--- src/i2cm_pkg.sv ---
// Shared types, codes and register defaults for the I2C master bit sequencer.
package i2cm_pkg;

    localparam int TICK_COUNTER_WIDTH_DEF = 16;
    localparam int CFG_ADDR_W = 2;
    localparam int CFG_DATA_W = 16;

    localparam logic [15:0] HALF_PERIOD_RESET = 16'd10;
    localparam logic [15:0] READ_LOW_RESET    = 16'd30;
    localparam logic [7:0]  ACK_POLLS_RESET   = 8'd250;

    localparam logic [CFG_ADDR_W-1:0] REG_HALF_PERIOD = 2'd0;
    localparam logic [CFG_ADDR_W-1:0] REG_READ_LOW    = 2'd1;
    localparam logic [CFG_ADDR_W-1:0] REG_ACK_POLLS   = 2'd2;

    localparam logic [2:0] MODE_NONE  = 3'd0;
    localparam logic [2:0] MODE_START = 3'd1;
    localparam logic [2:0] MODE_STOP  = 3'd2;
    localparam logic [2:0] MODE_WRITE = 3'd3;
    localparam logic [2:0] MODE_ACK   = 3'd4;
    localparam logic [2:0] MODE_READ  = 3'd5;

    localparam logic [3:0] PH_IDLE      = 4'd0;
    localparam logic [3:0] PH_ST1       = 4'd1;
    localparam logic [3:0] PH_ST2       = 4'd2;
    localparam logic [3:0] PH_SP1       = 4'd3;
    localparam logic [3:0] PH_SP2       = 4'd4;
    localparam logic [3:0] PH_SP3       = 4'd5;
    localparam logic [3:0] PH_WR_DATA   = 4'd6;
    localparam logic [3:0] PH_WR_HIGH   = 4'd7;
    localparam logic [3:0] PH_WR_LOW    = 4'd8;
    localparam logic [3:0] PH_ACK_POLL  = 4'd9;
    localparam logic [3:0] PH_RD_LOW    = 4'd10;
    localparam logic [3:0] PH_RD_SAMPLE = 4'd11;
    localparam logic [3:0] PH_RA_LOW    = 4'd12;
    localparam logic [3:0] PH_RA_HIGH   = 4'd13;

    typedef struct packed {
        logic [2:0] mode;
        logic [7:0] tx_byte;
        logic       send_ack;
        logic       sda_sample;
    } in_word_t;

    typedef struct packed {
        logic       scl_level;
        logic       sda_level;
        logic       sda_drive;
        logic       busy_res;
        logic       done_res;
        logic [7:0] rx_byte;
        logic       ack_failed;
    } out_word_t;

    typedef struct packed {
        logic [15:0] half_period_ticks;
        logic [15:0] read_low_ticks;
        logic [7:0]  ack_timeout_polls;
    } cfg_t;

    typedef struct packed {
        logic [3:0] phase;
        logic [2:0] bit_index;
        logic [7:0] shift;
        logic [7:0] poll;
        logic       ack_choice;
        logic       scl;
        logic       sda;
        logic       drive;
        logic [7:0] rx_byte;
        logic       ack_fail;
    } seq_state_t;

endpackage

--- src/i2c_master_bit_sequencer_top.sv ---
// Top level of the I2C master bit sequencer: state, result register and handshakes.
//
// Each input word is one bus tick and yields exactly one result word. A tick is
// taken in every clock cycle as long as the result register is empty or is being
// read in the same cycle, so the sustained rate is one word per cycle; the only
// loop is the sequencer state and tick counter feeding their own next-state logic,
// and a result appears in the cycle after its tick is accepted. The user must
// write registers through the plain write port while no tick is in flight; the
// block itself does not enforce this. No clearing pass is needed after reset.
module i2c_master_bit_sequencer_top
    import i2cm_pkg::*;
#(
    parameter int TICK_COUNTER_WIDTH = TICK_COUNTER_WIDTH_DEF
) (
    input  logic                  aclk,
    input  logic                  aresetn,
    input  logic                  cfg_wr_en,
    input  logic [CFG_ADDR_W-1:0] cfg_addr,
    input  logic [CFG_DATA_W-1:0] cfg_wdata,
    input  logic                  s_valid,
    output logic                  s_ready,
    input  in_word_t              s_data,
    output logic                  m_valid,
    input  logic                  m_ready,
    output out_word_t             m_data
);

    localparam int W = TICK_COUNTER_WIDTH;

    cfg_t       cfg;
    seq_state_t st_reg;
    seq_state_t st_next;
    logic [W-1:0] cnt_reg;
    logic [W-1:0] cnt_next;
    logic       done;
    logic       accept;
    logic       m_valid_reg;
    out_word_t  m_data_reg;
    out_word_t  m_data_next;

    i2cm_cfg u_cfg (
        .aclk      (aclk),
        .aresetn   (aresetn),
        .cfg_wr_en (cfg_wr_en),
        .cfg_addr  (cfg_addr),
        .cfg_wdata (cfg_wdata),
        .cfg       (cfg)
    );

    i2cm_step #(
        .TICK_COUNTER_WIDTH (TICK_COUNTER_WIDTH)
    ) u_step (
        .cfg      (cfg),
        .in_word  (s_data),
        .st       (st_reg),
        .cnt      (cnt_reg),
        .st_next  (st_next),
        .cnt_next (cnt_next),
        .done     (done)
    );

    assign s_ready = !m_valid_reg || m_ready;
    assign accept  = s_valid && s_ready;

    always_comb begin
        m_data_next.scl_level  = st_next.scl;
        m_data_next.sda_level  = st_next.sda;
        m_data_next.sda_drive  = st_next.drive;
        m_data_next.busy_res   = (st_next.phase != PH_IDLE);
        m_data_next.done_res   = done;
        m_data_next.rx_byte    = st_next.rx_byte;
        m_data_next.ack_failed = st_next.ack_fail;
    end

    always_ff @(posedge aclk) begin
        if (!aresetn) begin
            st_reg.phase      <= PH_IDLE;
            st_reg.bit_index  <= '0;
            st_reg.shift      <= '0;
            st_reg.poll       <= '0;
            st_reg.ack_choice <= 1'b0;
            st_reg.scl        <= 1'b1;
            st_reg.sda        <= 1'b1;
            st_reg.drive      <= 1'b1;
            st_reg.rx_byte    <= '0;
            st_reg.ack_fail   <= 1'b0;
            cnt_reg           <= '0;
            m_valid_reg       <= 1'b0;
        end else begin
            if (accept) begin
                st_reg      <= st_next;
                cnt_reg     <= cnt_next;
                m_valid_reg <= 1'b1;
            end else if (m_ready) begin
                m_valid_reg <= 1'b0;
            end
        end
    end

    always_ff @(posedge aclk) begin
        if (accept) begin
            m_data_reg <= m_data_next;
        end
    end

    assign m_valid = m_valid_reg;
    assign m_data  = m_data_reg;

    property p_idle_cnt_zero;
        @(posedge aclk) disable iff (!aresetn)
        (st_reg.phase == PH_IDLE) |-> (cnt_reg == '0);
    endproperty
    a_idle_cnt_zero: assert property (p_idle_cnt_zero)
        else $error("tick counter not cleared while idle");

    property p_done_not_busy;
        @(posedge aclk) disable iff (!aresetn)
        m_valid |-> !(m_data.done_res && m_data.busy_res);
    endproperty
    a_done_not_busy: assert property (p_done_not_busy)
        else $error("done reported while still busy");

    property p_release_high;
        @(posedge aclk) disable iff (!aresetn)
        (m_valid && !m_data.sda_drive) |-> m_data.sda_level;
    endproperty
    a_release_high: assert property (p_release_high)
        else $error("released SDA not reported high");

    property p_start_first_tick;
        @(posedge aclk) disable iff (!aresetn)
        (accept && st_reg.phase == PH_IDLE && s_data.mode == MODE_START)
            |=> (m_valid && m_data.scl_level && m_data.sda_level && m_data.busy_res);
    endproperty
    a_start_first_tick: assert property (p_start_first_tick)
        else $error("start tick did not hold both lines high");

endmodule

--- src/i2cm_cfg.sv ---
// Configuration registers of the I2C master bit sequencer.
module i2cm_cfg
    import i2cm_pkg::*;
(
    input  logic                  aclk,
    input  logic                  aresetn,
    input  logic                  cfg_wr_en,
    input  logic [CFG_ADDR_W-1:0] cfg_addr,
    input  logic [CFG_DATA_W-1:0] cfg_wdata,
    output cfg_t                  cfg
);

    cfg_t cfg_reg;

    always_ff @(posedge aclk) begin
        if (!aresetn) begin
            cfg_reg.half_period_ticks <= HALF_PERIOD_RESET;
            cfg_reg.read_low_ticks    <= READ_LOW_RESET;
            cfg_reg.ack_timeout_polls <= ACK_POLLS_RESET;
        end else if (cfg_wr_en) begin
            unique case (cfg_addr)
                REG_HALF_PERIOD: cfg_reg.half_period_ticks <= cfg_wdata;
                REG_READ_LOW:    cfg_reg.read_low_ticks    <= cfg_wdata;
                REG_ACK_POLLS:   cfg_reg.ack_timeout_polls <= cfg_wdata[7:0];
                default: begin
                end
            endcase
        end
    end

    assign cfg = cfg_reg;

endmodule

--- src/i2cm_step.sv ---
// Next-state logic of the I2C master bit sequencer for one tick.
module i2cm_step
    import i2cm_pkg::*;
#(
    parameter int TICK_COUNTER_WIDTH = TICK_COUNTER_WIDTH_DEF
) (
    input  cfg_t                          cfg,
    input  in_word_t                      in_word,
    input  seq_state_t                    st,
    input  logic [TICK_COUNTER_WIDTH-1:0] cnt,
    output seq_state_t                    st_next,
    output logic [TICK_COUNTER_WIDTH-1:0] cnt_next,
    output logic                          done
);

    localparam int W  = TICK_COUNTER_WIDTH;
    localparam int LW = (W > 16) ? W : 16;

    logic [15:0]   dur;
    logic [LW-1:0] dur_ext;
    logic [LW-1:0] cnt_max;
    logic [LW-1:0] lim_nz;
    logic [LW-1:0] lim_ext;
    logic [W-1:0]  lim;
    logic [W-1:0]  cnt_inc;
    logic          elapsed;
    logic [7:0]    rd_shift;

    always_comb begin
        dur      = (st.phase == PH_RD_LOW) ? cfg.read_low_ticks : cfg.half_period_ticks;
        dur_ext  = LW'(dur);
        cnt_max  = LW'({W{1'b1}});
        lim_nz   = (dur == 16'd0) ? LW'(1) : dur_ext;
        lim_ext  = (lim_nz > cnt_max) ? cnt_max : lim_nz;
        lim      = lim_ext[W-1:0];
        cnt_inc  = (cnt != {W{1'b1}}) ? cnt + W'(1) : cnt;
        elapsed  = (cnt_inc >= lim);
        rd_shift = {st.shift[6:0], in_word.sda_sample};
    end

    always_comb begin
        st_next  = st;
        cnt_next = cnt;
        done     = 1'b0;
        unique case (st.phase)
            PH_IDLE: begin
                unique case (in_word.mode)
                    MODE_START: begin
                        st_next.drive = 1'b1;
                        st_next.sda   = 1'b1;
                        st_next.scl   = 1'b1;
                        st_next.phase = PH_ST1;
                        cnt_next      = '0;
                    end
                    MODE_STOP: begin
                        st_next.drive = 1'b1;
                        st_next.scl   = 1'b0;
                        st_next.sda   = 1'b0;
                        st_next.phase = PH_SP1;
                        cnt_next      = '0;
                    end
                    MODE_WRITE: begin
                        st_next.drive     = 1'b1;
                        st_next.scl       = 1'b0;
                        st_next.sda       = in_word.tx_byte[7];
                        st_next.shift     = {in_word.tx_byte[6:0], 1'b0};
                        st_next.bit_index = '0;
                        st_next.phase     = PH_WR_DATA;
                        cnt_next          = '0;
                    end
                    MODE_ACK: begin
                        st_next.drive = 1'b0;
                        st_next.sda   = 1'b1;
                        st_next.scl   = 1'b1;
                        st_next.poll  = '0;
                        st_next.phase = PH_ACK_POLL;
                        cnt_next      = '0;
                    end
                    MODE_READ: begin
                        st_next.drive      = 1'b0;
                        st_next.sda        = 1'b1;
                        st_next.scl        = 1'b0;
                        st_next.bit_index  = '0;
                        st_next.shift      = '0;
                        st_next.ack_choice = in_word.send_ack;
                        st_next.phase      = PH_RD_LOW;
                        cnt_next           = '0;
                    end
                    default: begin
                    end
                endcase
            end
            PH_ST1: begin
                cnt_next = elapsed ? '0 : cnt_inc;
                if (elapsed) begin
                    st_next.sda   = 1'b0;
                    st_next.phase = PH_ST2;
                end
            end
            PH_ST2: begin
                cnt_next = elapsed ? '0 : cnt_inc;
                if (elapsed) begin
                    st_next.scl   = 1'b0;
                    st_next.phase = PH_IDLE;
                    done          = 1'b1;
                end
            end
            PH_SP1: begin
                cnt_next = elapsed ? '0 : cnt_inc;
                if (elapsed) begin
                    st_next.scl   = 1'b1;
                    st_next.phase = PH_SP2;
                end
            end
            PH_SP2: begin
                cnt_next = elapsed ? '0 : cnt_inc;
                if (elapsed) begin
                    st_next.sda   = 1'b1;
                    st_next.phase = PH_SP3;
                end
            end
            PH_SP3: begin
                cnt_next = elapsed ? '0 : cnt_inc;
                if (elapsed) begin
                    st_next.phase = PH_IDLE;
                    done          = 1'b1;
                end
            end
            PH_WR_DATA: begin
                st_next.scl   = 1'b1;
                st_next.phase = PH_WR_HIGH;
                cnt_next      = '0;
            end
            PH_WR_HIGH: begin
                cnt_next = elapsed ? '0 : cnt_inc;
                if (elapsed) begin
                    st_next.scl   = 1'b0;
                    st_next.phase = PH_WR_LOW;
                end
            end
            PH_WR_LOW: begin
                cnt_next = elapsed ? '0 : cnt_inc;
                if (elapsed) begin
                    if (st.bit_index == 3'd7) begin
                        st_next.phase = PH_IDLE;
                        done          = 1'b1;
                    end else begin
                        st_next.bit_index = st.bit_index + 3'd1;
                        st_next.sda       = st.shift[7];
                        st_next.shift     = {st.shift[6:0], 1'b0};
                        st_next.phase     = PH_WR_DATA;
                    end
                end
            end
            PH_ACK_POLL: begin
                if (!in_word.sda_sample) begin
                    st_next.scl      = 1'b0;
                    st_next.ack_fail = 1'b0;
                    st_next.phase    = PH_IDLE;
                    cnt_next         = '0;
                    done             = 1'b1;
                end else if (st.poll >= cfg.ack_timeout_polls) begin
                    st_next.ack_fail = 1'b1;
                    st_next.drive    = 1'b1;
                    st_next.scl      = 1'b0;
                    st_next.sda      = 1'b0;
                    st_next.phase    = PH_SP1;
                    cnt_next         = '0;
                end else begin
                    st_next.poll = st.poll + 8'd1;
                end
            end
            PH_RD_LOW: begin
                cnt_next = elapsed ? '0 : cnt_inc;
                if (elapsed) begin
                    st_next.scl   = 1'b1;
                    st_next.phase = PH_RD_SAMPLE;
                end
            end
            PH_RD_SAMPLE: begin
                st_next.shift = rd_shift;
                st_next.scl   = 1'b0;
                cnt_next      = '0;
                if (st.bit_index == 3'd7) begin
                    st_next.rx_byte = rd_shift;
                    st_next.drive   = 1'b1;
                    st_next.sda     = !st.ack_choice;
                    st_next.phase   = PH_RA_LOW;
                end else begin
                    st_next.bit_index = st.bit_index + 3'd1;
                    st_next.phase     = PH_RD_LOW;
                end
            end
            PH_RA_LOW: begin
                cnt_next = elapsed ? '0 : cnt_inc;
                if (elapsed) begin
                    st_next.scl   = 1'b1;
                    st_next.phase = PH_RA_HIGH;
                end
            end
            PH_RA_HIGH: begin
                cnt_next = elapsed ? '0 : cnt_inc;
                if (elapsed) begin
                    st_next.scl   = 1'b0;
                    st_next.phase = PH_IDLE;
                    done          = 1'b1;
                end
            end
            default: begin
                st_next.phase = PH_IDLE;
                cnt_next      = '0;
            end
        endcase
    end

endmodule
--- config.mk ---
export PLATFORM = sky130hd
export DESIGN_NAME = i2c_master_bit_sequencer_top
export DESIGN_NICKNAME = d
export VERILOG_FILES = /design/src/i2cm_pkg.sv /design/src/i2c_master_bit_sequencer_top.sv /design/src/i2cm_cfg.sv /design/src/i2cm_step.sv
export SDC_FILE = /design/constraint.sdc
export NUM_CORES = 1
export LEC_CHECK = 0
export BUFFER_PORTS_ARGS = -buffer_cell sky130_fd_sc_hd__buf_2
export CAP_MARGIN = 5
export CORE_ASPECT_RATIO = 1.1
export CORE_UTILIZATION = 45
export DETAILED_ROUTE_END_ITERATION = 10
export PLACE_DENSITY_LB_ADDON = 0.1
export SLEW_MARGIN = 20
export SYNTH_ARGS = -nofsm -noshare
export SYNTH_HDL_FRONTEND = slang
export SYNTH_SLANG_ARGS = --single-unit
--- constraint.sdc ---
create_clock -name aclk -period 4.5 [get_ports aclk]
set_input_delay 0.45 -clock aclk [delete_from_list [all_inputs] [get_ports aclk]]
set_output_delay 0.45 -clock aclk [all_outputs]
set_load 0.02 [all_outputs]
==> reports/results.ini <==
[clocking]
cts_resized=0
cts-htree-levels=3
clkTransAtPathRegs_ns=0.07
numClockSinks=107
clk_latency_ns=0.36
clock_path_buffers=2
clk_root_buffer_cell=clkbuf_16
post_cts_buffers=0
ctsHoldBuffers=0
cts_tree=yes
cts_buffers=9

[grt]
grt_max_degree=59
grt_pass1_wl_um=26290
grt_overflow_total=0
grt_pass1_vias=5184
grt.total_usage=0.2299
antenna_found_initial=0

[routing]
ant_nets=0
met2_length_um=6844
route.vias.total=5400
dr.first_iter.drc_count=341
top_layer=met4
post_drt_wl_per_cell_um=16.18
route.met3.wl_um=610
met1Wirelength_um=7537
post-route-drc-count=0
drt-total-wl_um=15310
first_pass_iters=5
vias_per_cell=5.708

[finish]
final_cell_mix=nand2_1 (138), dfxtp_1 (93), buf_2 (51)
finish.utilization=0.5181
nets=821
area_delta_synth_final_pct=10.76
diodes=0
layout_commonest_cell=nand2_1
largest_reg_flops=40
drive_gt1_frac=0.1483

[synth]
syn_nets=797
ys_types=76
async_reset_ff_frac=0
avgSynthCellArea_um2=8.538
synth_ff_type=dfxtp_1
yosysSeqAreaShare=0.3647
synth-seq-cells=107
synthCells=733
ys_warn_count=0
syn_area_um2=6259
synth_edf_count=14

[setup_path]
max_stage_delay_ns=0.56
cp.required_ns=4.78
path_max_fanout=14
cp-end-kind=flop
crit_buf_inv=0
crit_type=flop to flop
crit_family=compound AO/OA/AOI/OAI gates
startpoint_type=flop
cp_slowest_cell=o311ai_2
path_cells=and4_1 -> nand4_2 -> o311ai_2 -> nor2_1 -> xor2_1 -> ha_1 -> a21oi_1 -> a211oi_1 -> a2111oi_4 -> o21a_4 -> o21bai_2 -> nand3_1 -> mux2i_1
cp.arrival_ns=4.39

[run]
cap_violations=0

[pwr]
p_sw_frac=0.2819
p_seq_frac=0.468
powerDensity_nw_per_um2=317.0
net-switching-power_mw=0.6194
clkPwrFrac=0.373
power.internal_mw=1.578
p_leak_nw=2.686
peakVddDrop_mv=0.2044
p_comb_frac=0.159

[sta]
hold_viol=0
finalSetupViolations=0
rsz0062_at_grt=no
post-route-worst-setup-slack_ns=0.3850
fin_crit_ns=4.115
tns_ns=0
clock_skew_ns=0.009445
maxSlewViolCount=0
min_period_over_period=0.9144
relSlewSlack=0.4002
worstMarginPinSlew_ns=0.8987
fmax_mhz=243.0

[die]
core_um2=13380
die_width_um=114.4
die_h_um=125.7
die-area_um2=14380
start_util=0.4678
io_pins=52
rows=44

[hold_path]
hold_class=input pin to flop

[place]
numPortBuffers=51
hpwlAfterDp_um=10910
pre_cts_ws_ns=0.2048
globalplace.congestion=0.8526

[outcome]
run_status=complete, no violations

[worst min-delay path, cell delays in order]
cell     delay [ns]
buf_2          0.10
nand2_1        0.05
nand3_1        0.06
[final timing paths]
kind                start       endpoint  cells past startpoint  slack, ns
max reg2reg    cnt_reg[3]     st_reg[30]                     13       0.39
min reg2reg     st_reg[2]      st_reg[2]                      2       0.46
min          cfg_wdata[2]  u_cfg.cfg[10]                      3       0.34
max            cnt_reg[3]     st_reg[30]                     13       0.39
[metrics by stage]
| step | total power, mW | cell area (µm²) | instances | hold slack, ns |
|---|---|---|---|---|
| 4_1_cts | 2.217 | 6913 | 946 | 0.3299 |
| 5_1_grt | 2.302 | 6932 | 946 | 0.3535 |
| 3_5_place_dp | 1.396 | 6598 | 930 | 0.4563 |
| 3_3_place_gp | 1.390 | 6590 | 930 | 0.4490 |
| 2_1_floorplan | 1.299 | 6259 | 733 | 0.4400 |
| 6_report | 2.197 | 6932 | 946 | 0.3402 |
[cells in the mapped netlist, types with 3 or more instances]
master    instances  area (µm²)
a211oi_1          7       52.55
a21boi_0         46       345.3
a21o_1            3       22.52
a21oi_1          31       155.2
a22oi_1          14       105.1
a31oi_1          11       68.82
and2_1            5       31.28
and3_1            4       25.02
and3b_1           3       26.28
and4_1            5       43.79
buf_2             6       30.03
buf_4             5       37.54
clkbuf_1         31       116.4
dfxtp_1          93        1862
edfxtp_1         14       420.4
ha_1             28       350.3
inv_1            15       56.30
mux2_2           12       135.1
mux2i_1          24       240.2
nand2_1         138       518.0
nand2b_1          7       43.79
nand3_1          30       150.1
nand3b_1          5       37.54
nand4_1          14       87.58
nor2_1           30       112.6
nor2b_1          19       118.9
nor3_1            8       40.04
nor3b_1           4       30.03
o211ai_1         12       90.09
o21a_1            3       22.52
o21ai_0          25       125.1
o22ai_1           4       25.02
o31ai_1           8       60.06
or3_1             3       18.77
xnor2_1           6       52.55
xor2_1            9       78.83
[cell type report]
type                            instances  area, µm²
Fill cell                            1287       6446
Tap cell                              184      230.2
Clock inverter                          5      40.04
Clock buffer                           11      275.3
Timing Repair Buffer                   59      315.3
Multi-Input combinational cell        564       3729
Inverter                               16      60.06
Sequential cell                       107       2282
[power by group through the flow]
stage	clock (mW)	combinational, mW	sequential, mW
after floorplan	0	0.241	1.06
after global placement	0	0.341	1.05
after detailed placement	0	0.347	1.05
after CTS	0.842	0.348	1.03
after global routing	0.879	0.390	1.03
final	0.820	0.350	1.03
[routing by layer]
layer,GRT usage,vias up
met2,0.3462,132
li1,-,2687
met5,0,-
met4,0.08709,0
met1,0.3336,2559
met3,0.03032,22
[kinds of logic after synthesis]
family                   Yosys count  share of synthesized area
XOR/XNOR                          15                    0.02099
flip-flops                       107                     0.3647
AO/OA/AOI/OAI                    190                     0.2141
AND/OR/NAND/NOR                  295                     0.2405
multiplexers                      36                    0.05998
adder cells (fa/ha/maj)           28                    0.05598
buffers and inverters             62                    0.04378
Power figures use the tool's default switching activity.
